==> src/sv/imu_cal_pkg.sv <==
// Shared types for the IMU offset calibration block.
// Used by the control, lane and top-level modules; depends on nothing.
package imu_cal_pkg;

  localparam int unsigned RawW   = 16;
  localparam int unsigned DegW   = 26;
  localparam int unsigned CorrW  = 17;
  localparam int unsigned SumW   = 22;
  localparam int unsigned AngSumW = 14;
  localparam int unsigned AngOffW = 9;
  localparam int unsigned FracW  = 16;
  localparam int unsigned NumAxes = 3;
  localparam int unsigned InDataW = 144;
  localparam int unsigned OutDataW = 184;
  localparam int unsigned UserW  = 2;

  // Per-beat commands from the calibration control to every lane.
  typedef struct packed {
    logic g_clr;
    logic g_acc;
    logic g_load;
    logic a_clr;
    logic a_acc;
    logic a_load;
  } cal_ctl_t;

  // Status of the calibration control for the current input beat.
  typedef struct packed {
    logic g_done;
    logic a_done;
    logic busy;
  } cal_stat_t;

endpackage

==> src/sv/imu_offset_calibration.sv <==
// Top level of the IMU offset calibration block: three axis lanes, the
// calibration control and the merging output register. Depends on imu_cal_pkg.
//
// Channel  Dir  Beat content
// s_axis   in   tdata: 9 raw samples; tuser: calibration start flags
// m_axis   out  tdata: 3 angles in Q.16 degrees, 6 corrected values; tuser: done
//
// Samples are taken back to back unless stalled; each result is registered on
// its acceptance. Finishing a calibration blocks input while the lane dividers
// (one multiply stage, one sign stage) produce the new offsets.
// Reset clears all offsets and sums and leaves both calibrations idle.
// A stalled output beat holds its data and blocks the input until it is taken.
module imu_offset_calibration #(
  parameter int unsigned CAL_SAMPLES = 20
) (
  input  logic                                clk_i,
  input  logic                                rst_ni,
  // raw_roll, raw_pitch, raw_yaw, gyro_x_raw, gyro_y_raw, gyro_z_raw,
  // accel_x_raw, accel_y_raw, accel_z_raw (16 bits each)
  input  logic [imu_cal_pkg::InDataW-1:0]     s_axis_tdata,
  // start_gyro_cal, start_accel_cal
  input  logic [imu_cal_pkg::UserW-1:0]       s_axis_tuser,
  input  logic                                s_axis_tvalid,
  output logic                                s_axis_tready,
  // roll_deg, pitch_deg, yaw_deg (26 bits each), gyro_x_out, gyro_y_out,
  // gyro_z_out, accel_x_out, accel_y_out, accel_z_out (17 bits each), 4 zero bits
  output logic [imu_cal_pkg::OutDataW-1:0]    m_axis_tdata,
  // gyro_cal_done, accel_cal_done
  output logic [imu_cal_pkg::UserW-1:0]       m_axis_tuser,
  output logic                                m_axis_tvalid,
  input  logic                                m_axis_tready
);
  import imu_cal_pkg::*;

  cal_ctl_t  ctl;
  cal_stat_t stat;
  logic      s_fire;
  logic      out_vld_q, out_vld_d;
  logic [OutDataW-1:0] data_q, data_d;
  logic [UserW-1:0]    user_q;

  logic signed [DegW-1:0]  ang_deg [NumAxes];
  logic signed [CorrW-1:0] gyr_out [NumAxes];
  logic signed [CorrW-1:0] acc_out [NumAxes];

  assign s_axis_tready = (!out_vld_q || m_axis_tready) && !stat.busy;
  assign s_fire        = s_axis_tvalid && s_axis_tready;

  imu_cal_ctrl #(.CAL_SAMPLES(CAL_SAMPLES)) u_ctrl (
    .clk_i     (clk_i),
    .rst_ni    (rst_ni),
    .fire_i    (s_fire),
    .start_g_i (s_axis_tuser[0]),
    .start_a_i (s_axis_tuser[1]),
    .ctl_o     (ctl),
    .stat_o    (stat)
  );

  for (genvar i = 0; i < NumAxes; i++) begin : g_lane
    imu_cal_lane #(
      .CAL_SAMPLES (CAL_SAMPLES),
      .ACC_SUM     (i < NumAxes - 1)
    ) u_lane (
      .clk_i     (clk_i),
      .rst_ni    (rst_ni),
      .ctl_i     (ctl),
      .ang_raw_i ($signed(s_axis_tdata[i*RawW +: RawW])),
      .gyr_raw_i ($signed(s_axis_tdata[(NumAxes+i)*RawW +: RawW])),
      .acc_raw_i ($signed(s_axis_tdata[(2*NumAxes+i)*RawW +: RawW])),
      .ang_deg_o (ang_deg[i]),
      .gyr_out_o (gyr_out[i]),
      .acc_out_o (acc_out[i])
    );
  end

  always_comb begin
    data_d = '0;
    for (int i = 0; i < NumAxes; i++) begin
      data_d[i*DegW +: DegW] = ang_deg[i];
      data_d[NumAxes*DegW + i*CorrW +: CorrW] = gyr_out[i];
      data_d[NumAxes*DegW + (NumAxes+i)*CorrW +: CorrW] = acc_out[i];
    end
    out_vld_d = out_vld_q;
    if (s_fire) begin
      out_vld_d = 1'b1;
    end else if (m_axis_tready) begin
      out_vld_d = 1'b0;
    end
  end

  always_ff @(posedge clk_i or negedge rst_ni) begin
    if (!rst_ni) begin
      out_vld_q <= 1'b0;
    end else begin
      out_vld_q <= out_vld_d;
    end
  end

  always_ff @(posedge clk_i) begin
    if (s_fire) begin
      data_q <= data_d;
      user_q <= {stat.a_done, stat.g_done};
    end
  end

  assign m_axis_tdata  = data_q;
  assign m_axis_tuser  = user_q;
  assign m_axis_tvalid = out_vld_q;

  a_gyro_fin_stall: assert property (@(posedge clk_i) disable iff (!rst_ni)
    s_fire && stat.g_done |=> !s_axis_tready ##1 !s_axis_tready)
    else $error("input taken while gyro offsets were being divided");

  a_accel_skip: assert property (@(posedge clk_i) disable iff (!rst_ni)
    s_fire && stat.g_done |-> !ctl.a_acc && !ctl.a_clr && !stat.a_done)
    else $error("acceleration calibration ran on a gyro finishing beat");

  a_done_reported: assert property (@(posedge clk_i) disable iff (!rst_ni)
    s_fire && (stat.g_done || stat.a_done) |=> m_axis_tvalid && (m_axis_tuser != '0))
    else $error("done flag lost on its output beat");

endmodule

==> src/sv/imu_cal_div.sv <==
// Two-stage divider of a signed sum by a constant, truncating toward zero.
// Multiplies the magnitude by a rounded-up reciprocal; no package dependency.
module imu_cal_div #(
  parameter int unsigned WIDTH   = 22,
  parameter int unsigned DIVISOR = 20
) (
  input  logic                    clk_i,
  input  logic signed [WIDTH-1:0] num_i,
  output logic signed [WIDTH-1:0] quo_o
);

  localparam int unsigned SH = WIDTH + $clog2(DIVISOR);
  localparam longint unsigned MulL = ((64'd1 << SH) + DIVISOR - 1) / DIVISOR;
  localparam logic [SH:0] Mul = (SH+1)'(MulL);

  logic             neg;
  logic [WIDTH-1:0] mag;
  logic [WIDTH+SH:0] prod_d, prod_q;
  logic             neg_q;
  logic [WIDTH-1:0] mag_q;

  assign neg    = num_i[WIDTH-1];
  assign mag    = neg ? WIDTH'(-num_i) : WIDTH'(num_i);
  assign prod_d = (WIDTH+SH+1)'(mag) * (WIDTH+SH+1)'(Mul);

  always_ff @(posedge clk_i) begin
    prod_q <= prod_d;
    neg_q  <= neg;
  end

  assign mag_q = prod_q[SH +: WIDTH];
  assign quo_o = neg_q ? -$signed(mag_q) : $signed(mag_q);

endmodule

==> src/sv/imu_cal_ctrl.sv <==
// Calibration sequencing: sample counters, idle flags and divide timing.
// Depends on imu_cal_pkg for the command and status structs.
module imu_cal_ctrl #(
  parameter int unsigned CAL_SAMPLES = 20
) (
  input  logic                  clk_i,
  input  logic                  rst_ni,
  input  logic                  fire_i,
  input  logic                  start_g_i,
  input  logic                  start_a_i,
  output imu_cal_pkg::cal_ctl_t  ctl_o,
  output imu_cal_pkg::cal_stat_t stat_o
);
  import imu_cal_pkg::*;

  localparam int unsigned CntW = $clog2(CAL_SAMPLES + 1);
  localparam logic [CntW-1:0] NCnt = CntW'(CAL_SAMPLES);

  logic            g_idle_q, g_idle_d, a_idle_q, a_idle_d;
  logic [CntW-1:0] g_cnt_q, g_cnt_d, a_cnt_q, a_cnt_d;
  logic [1:0]      g_fin_q, g_fin_d, a_fin_q, a_fin_d;
  logic            g_act, g_first, g_fin, a_act, a_run, a_first, a_fin, skip_a;

  always_comb begin
    g_act   = !g_idle_q || start_g_i;
    g_first = g_act && (g_cnt_q == '0);
    g_fin   = g_act && (g_cnt_q == NCnt);
    skip_a  = g_first || g_fin;
    a_act   = !a_idle_q || start_a_i;
    a_run   = a_act && !skip_a;
    a_first = a_run && (a_cnt_q == '0);
    a_fin   = a_run && (a_cnt_q == NCnt);

    g_idle_d = g_idle_q;
    g_cnt_d  = g_cnt_q;
    a_idle_d = a_idle_q;
    a_cnt_d  = a_cnt_q;
    if (fire_i) begin
      if (g_act) begin
        g_idle_d = g_fin;
        g_cnt_d  = g_fin ? '0 : g_cnt_q + 1'b1;
      end
      if (start_a_i) begin
        a_idle_d = 1'b0;
      end
      if (a_run) begin
        a_idle_d = a_fin;
        a_cnt_d  = a_fin ? '0 : a_cnt_q + 1'b1;
      end
    end
    g_fin_d = {g_fin_q[0], fire_i && g_fin};
    a_fin_d = {a_fin_q[0], fire_i && a_fin};
  end

  always_ff @(posedge clk_i or negedge rst_ni) begin
    if (!rst_ni) begin
      g_idle_q <= 1'b1;
      a_idle_q <= 1'b1;
      g_cnt_q  <= '0;
      a_cnt_q  <= '0;
      g_fin_q  <= '0;
      a_fin_q  <= '0;
    end else begin
      g_idle_q <= g_idle_d;
      a_idle_q <= a_idle_d;
      g_cnt_q  <= g_cnt_d;
      a_cnt_q  <= a_cnt_d;
      g_fin_q  <= g_fin_d;
      a_fin_q  <= a_fin_d;
    end
  end

  always_comb begin
    ctl_o.g_clr  = fire_i && g_first;
    ctl_o.g_acc  = fire_i && g_act && !g_first;
    ctl_o.g_load = g_fin_q[1];
    ctl_o.a_clr  = fire_i && a_first;
    ctl_o.a_acc  = fire_i && a_run && !a_first;
    ctl_o.a_load = a_fin_q[1];
    stat_o.g_done = g_fin;
    stat_o.a_done = a_fin;
    stat_o.busy   = (|g_fin_q) || (|a_fin_q);
  end

endmodule

==> src/sv/imu_cal_lane.sv <==
// One axis lane: offset correction, calibration sums and offset dividers.
// Depends on imu_cal_pkg and imu_cal_div.
module imu_cal_lane #(
  parameter int unsigned CAL_SAMPLES = 20,
  parameter bit          ACC_SUM     = 1'b1
) (
  input  logic                                   clk_i,
  input  logic                                   rst_ni,
  input  imu_cal_pkg::cal_ctl_t                  ctl_i,
  input  logic signed [imu_cal_pkg::RawW-1:0]    ang_raw_i,
  input  logic signed [imu_cal_pkg::RawW-1:0]    gyr_raw_i,
  input  logic signed [imu_cal_pkg::RawW-1:0]    acc_raw_i,
  output logic signed [imu_cal_pkg::DegW-1:0]    ang_deg_o,
  output logic signed [imu_cal_pkg::CorrW-1:0]   gyr_out_o,
  output logic signed [imu_cal_pkg::CorrW-1:0]   acc_out_o
);
  import imu_cal_pkg::*;

  logic signed [AngOffW-1:0] ang_off_q, ang_off_d;
  logic signed [RawW-1:0]    gyr_off_q, gyr_off_d, acc_off_q, acc_off_d;
  logic signed [AngSumW-1:0] ang_sum_q, ang_sum_d, ang_quo;
  logic signed [SumW-1:0]    gyr_sum_q, gyr_sum_d, gyr_quo;
  logic signed [AngSumW+FracW:0] ang_s;
  logic signed [AngSumW:0]   ang_trunc;

  assign ang_deg_o = DegW'(ang_raw_i) * DegW'(360)
                   - DegW'($signed({ang_off_q, {FracW{1'b0}}}));
  assign gyr_out_o = CorrW'(gyr_raw_i) - CorrW'(gyr_off_q);
  assign acc_out_o = CorrW'(acc_raw_i) - CorrW'(acc_off_q);

  // Angle sums keep whole degrees; the running total is cut toward zero.
  always_comb begin
    ang_s = (AngSumW+FracW+1)'($signed({ang_sum_q, {FracW{1'b0}}}))
          + (AngSumW+FracW+1)'(ang_deg_o);
    ang_trunc = ang_s[AngSumW+FracW:FracW]
              + (((ang_s[AngSumW+FracW] == 1'b1) && (ang_s[FracW-1:0] != '0))
                 ? (AngSumW+1)'(1) : (AngSumW+1)'(0));
  end

  imu_cal_div #(.WIDTH(SumW), .DIVISOR(CAL_SAMPLES)) u_gyr_div (
    .clk_i (clk_i),
    .num_i (gyr_sum_q),
    .quo_o (gyr_quo)
  );

  imu_cal_div #(.WIDTH(AngSumW), .DIVISOR(CAL_SAMPLES)) u_ang_div (
    .clk_i (clk_i),
    .num_i (ang_sum_q),
    .quo_o (ang_quo)
  );

  always_comb begin
    gyr_sum_d = gyr_sum_q;
    ang_sum_d = ang_sum_q;
    gyr_off_d = gyr_off_q;
    ang_off_d = ang_off_q;
    if (ctl_i.g_clr) begin
      gyr_sum_d = '0;
      ang_sum_d = '0;
      gyr_off_d = '0;
      ang_off_d = '0;
    end else if (ctl_i.g_acc) begin
      gyr_sum_d = gyr_sum_q + SumW'(gyr_out_o);
      ang_sum_d = AngSumW'(ang_trunc);
    end
    if (ctl_i.g_load) begin
      gyr_off_d = RawW'(gyr_quo);
      ang_off_d = AngOffW'(ang_quo);
    end
  end

  always_ff @(posedge clk_i or negedge rst_ni) begin
    if (!rst_ni) begin
      gyr_sum_q <= '0;
      ang_sum_q <= '0;
      gyr_off_q <= '0;
      ang_off_q <= '0;
      acc_off_q <= '0;
    end else begin
      gyr_sum_q <= gyr_sum_d;
      ang_sum_q <= ang_sum_d;
      gyr_off_q <= gyr_off_d;
      ang_off_q <= ang_off_d;
      acc_off_q <= acc_off_d;
    end
  end

  if (ACC_SUM) begin : g_acc_sum
    logic signed [SumW-1:0] acc_sum_q, acc_sum_d, acc_quo;

    imu_cal_div #(.WIDTH(SumW), .DIVISOR(CAL_SAMPLES)) u_acc_div (
      .clk_i (clk_i),
      .num_i (acc_sum_q),
      .quo_o (acc_quo)
    );

    always_comb begin
      acc_sum_d = acc_sum_q;
      acc_off_d = acc_off_q;
      if (ctl_i.a_clr) begin
        acc_sum_d = '0;
        acc_off_d = '0;
      end else if (ctl_i.a_acc) begin
        acc_sum_d = acc_sum_q + SumW'(acc_out_o);
      end
      if (ctl_i.a_load) begin
        acc_off_d = RawW'(acc_quo);
      end
    end

    always_ff @(posedge clk_i or negedge rst_ni) begin
      if (!rst_ni) begin
        acc_sum_q <= '0;
      end else begin
        acc_sum_q <= acc_sum_d;
      end
    end
  end else begin : g_no_acc_sum
    // This axis is not averaged; its offset is cleared on every accel calibration beat and on load.
    always_comb begin
      acc_off_d = acc_off_q;
      if (ctl_i.a_clr || ctl_i.a_load || ctl_i.a_acc) begin
        acc_off_d = '0;
      end
    end
  end

endmodule
==> config.mk <==
export PLATFORM = sky130hd
export DESIGN_NAME = imu_offset_calibration
export DESIGN_NICKNAME = d
export VERILOG_FILES = /design/src/sv/imu_cal_pkg.sv /design/src/sv/imu_offset_calibration.sv /design/src/sv/imu_cal_div.sv /design/src/sv/imu_cal_ctrl.sv /design/src/sv/imu_cal_lane.sv
export SDC_FILE = /design/constraint.sdc
export NUM_CORES = 2
export LEC_CHECK = 0
export BUFFER_PORTS_ARGS = -buffer_cell sky130_fd_sc_hd__buf_2
export CORE_MARGIN = 2
export CORE_UTILIZATION = 50
export DETAILED_ROUTE_END_ITERATION = 12
export PLACE_DENSITY = 0.65
export SLEW_MARGIN = 20
export SYNTH_ARGS = -nofsm -noshare
export SYNTH_HDL_FRONTEND = slang
export SYNTH_HIERARCHICAL = 1
export SYNTH_SLANG_ARGS = --single-unit
==> constraint.sdc <==
create_clock -name clk_i -period 31.2 [get_ports clk_i]
set_input_delay 1.56 -clock clk_i [delete_from_list [all_inputs] [get_ports clk_i]]
set_output_delay 1.56 -clock clk_i [all_outputs]
set_load 0.01 [all_outputs]
==> key figures <==
Floorplanning
  • # rows: 153
  • Starting Density: about 50%
  • Die height: 423 um
  • Core ar.: 0.174 mm^2
  • Die Outline Area: 0.179 mm^2
  • Io pins: 338
  • Die Width: 423 um

Worst setup path
  • Worst Setup Path Type: flip-flop to flip-flop
  • Required time of the critical path: around 32 ns
  • CP endpoint kind: flip-flop
  • CP max-delay cell: a2111oi_1
  • Crit-path max FO: 7
  • Startpoint Class: flip-flop
  • Arrival @ worst endpoint: roughly 10 ns
  • Top delay family on crit path: adder cells
  • Most common cell on crit path: fa_1
  • Critical Path Max Stage Delay: around 0.89 ns
  • Worst path buffer plus inverter count: 4

Global route
  • Grt ovf: 0
  • Largest net degree at the start of global routing: 138
  • Initial antenna violation count: 16
  • First-pass GRT wire length: ~350 mm
  • Vias in the first global route: about 66000
  • GRT Util Overall: 23.9%

STA
  • Worst slew pin tran: around 1.1 ns
  • Final Cycle Share: 31.0%
  • Slew Limit Fails: 0
  • Slew headroom: between 20% and 30%
  • Worst Slack Setup Final: 21.54 ns
  • Final setup violation count: 0
  • Minimum clock period: 9.66 ns
  • Worst Clk Skew: around 0.067 ns
  • F_max: 104 MHz
  • Final Hold Viols: 0
  • Setup_tns: 0 ns
  • RSZ-0062 raised after global routing: false

Route
  • Via count: 63200
  • Detail Route Antenna Nets: 0
  • Via-to-Cell Ratio: roughly 5.3
  • WL final: 210 mm
  • Initial DRC count: 3314
  • WL/cell: 17.8 um
  • DRC Markers: 0
  • Pre-antenna DRT Iters: 5

Finish
  • Commonest non-fill, non-tap cell in the layout: inv_1
  • Synth-to-Final Area Change: 7.70%
  • Most frequent cells in the layout: inv_1, ha_1, fa_1
  • Layout net count: 12200
  • Share of cells above drive strength 1: about 7%

Clock network
  • CTS tree: yes
  • CTS sink count: around 570
  • Clock buffer count from CTS: 74
  • CTS clock-pin slew for the worst setup and hold paths: about 0.06 ns
  • CTS max path bufs: 3
  • Resized cells post-CTS: 0
  • Clock root buffer: clkbuf_16
  • Post CTS Setup Buffer Count: 0
  • Hold_buf cts: 0
  • H-tree depth: 3
  • Clk_lat worst skew: 0.71 ns

Synthesis
  • Cells after Synth: slightly above 9000
  • Cell area after synthesis: around 0.088 mm^2
  • Synth warn: 6
  • Syn Area/Cell: roughly 9.6 um^2

Run status
  • Status: completed

Placed design
  • Dpl ws: 21.12 ns
  • GP Congestion: 0.931
  • Dpl hpwl: 180 mm
  • Port buffer count: 333

Run
  • Max cap viols: 0

Min path
  • Worst hold path type: flip-flop to flip-flop
==> worst register-to-register path, stage by stage (launching register included) <==
cell,delay (ns)
dfrtp_1,0.45
or4_4,0.59
or4_4,0.46
or3_1,0.40
or4_4,0.46
o31a_1,0.26
xor2_1,0.37
fa_1,0.50
inv_1,0.09
fa_1,0.45
fa_1,0.50
fa_1,0.54
inv_1,0.06
fa_1,0.56
inv_1,0.06
fa_1,0.51
fa_1,0.52
inv_1,0.05
ha_1,0.34
a21oi_1,0.16
o21a_1,0.14
o221ai_1,0.19
a2111oi_1,0.89
a21oi_1,0.25
or3_1,0.46
a21oi_1,0.20
xnor2_1,0.13
==> routing by layer <==
layer	vias up	global-route usage, %	part of all wire, %
li1	30700	-	-
met1	31100	31.0	44
met2	1046	41.6	50
met3	304	2.07	3.0
met4	0	8.48	3.6
met5	-	0	0
==> registers in the layout, indices dropped and copies added, names as in the netlist, 2 cells and up <==
name,count
g_lane.u_lane/u_gyr_div/neg_q,3
g_lane.u_lane/ang_sum_q,42
g_lane.u_lane/g_acc_sum.acc_sum_q,44
g_lane.u_lane/u_gyr_div/prod_q,48
g_lane.u_lane/acc_off_q,32
g_lane.u_lane/u_ang_div/prod_q,27
m_axis_tdata,180
m_axis_tuser,2
g_lane.u_lane/ang_off_q,27
g_lane.u_lane/g_acc_sum.u_acc_div/neg_q,2
g_lane.u_lane/gyr_off_q,48
u_ctrl/a_fin_q,2
u_ctrl/g_cnt_q,5
g_lane.u_lane/g_acc_sum.u_acc_div/prod_q,32
u_ctrl/a_cnt_q,5
g_lane.u_lane/u_ang_div/neg_q,3
g_lane.u_lane/gyr_sum_q,66
u_ctrl/g_fin_q,2
==> final cells by class <==
type                    count  area [um^2]
repair buffers            350         1830
clock inverters            37          554
inverters                2023         7590
well taps                2325         2910
diodes                     12         30.0
multi-input cells        6395        65000
flip-flops and latches    573        14700
fillers                 15700        79700
clock buffers             101         2150
==> worst paths after layout <==
kind	cells past startpoint	end	slack [ns]	startpoint
min in group asynchronous	1	g_lane[1].u_lane/acc_off_q[4]	0.87	rst_ni
max reg2reg	26	g_lane[0].u_lane/g_acc_sum.u_acc_div/prod_q[37]	21.54	g_lane[0].u_lane/g_acc_sum.acc_sum_q[3]
max	26	g_lane[0].u_lane/g_acc_sum.u_acc_div/prod_q[37]	21.54	g_lane[0].u_lane/g_acc_sum.acc_sum_q[3]
min	0	u_ctrl/a_fin_q[1]	0.37	u_ctrl/a_fin_q[0]
min reg2reg	0	u_ctrl/a_fin_q[1]	0.37	u_ctrl/a_fin_q[0]
max in group asynchronous	2	u_ctrl/g_fin_q[1]	28.86	rst_ni
==> through the flow <==
stage / cells / hold WS [ns] / cell area [um^2] / util, %
floorplan: 9152 / 0.346 / 88000 / -
global placement: 11700 / 0.357 / 92000 / 52.7
detailed placement: 11700 / 0.364 / 92000 / 52.7
CTS: 11800 / 0.376 / 94700 / 54.3
global route: 11800 / 0.380 / 94700 / 54.3
finish: 11800 / 0.374 / 94700 / 54.3
Power is not shown: default switching activity piles up to over one toggle a cycle in this logic, so the estimate is an artifact.
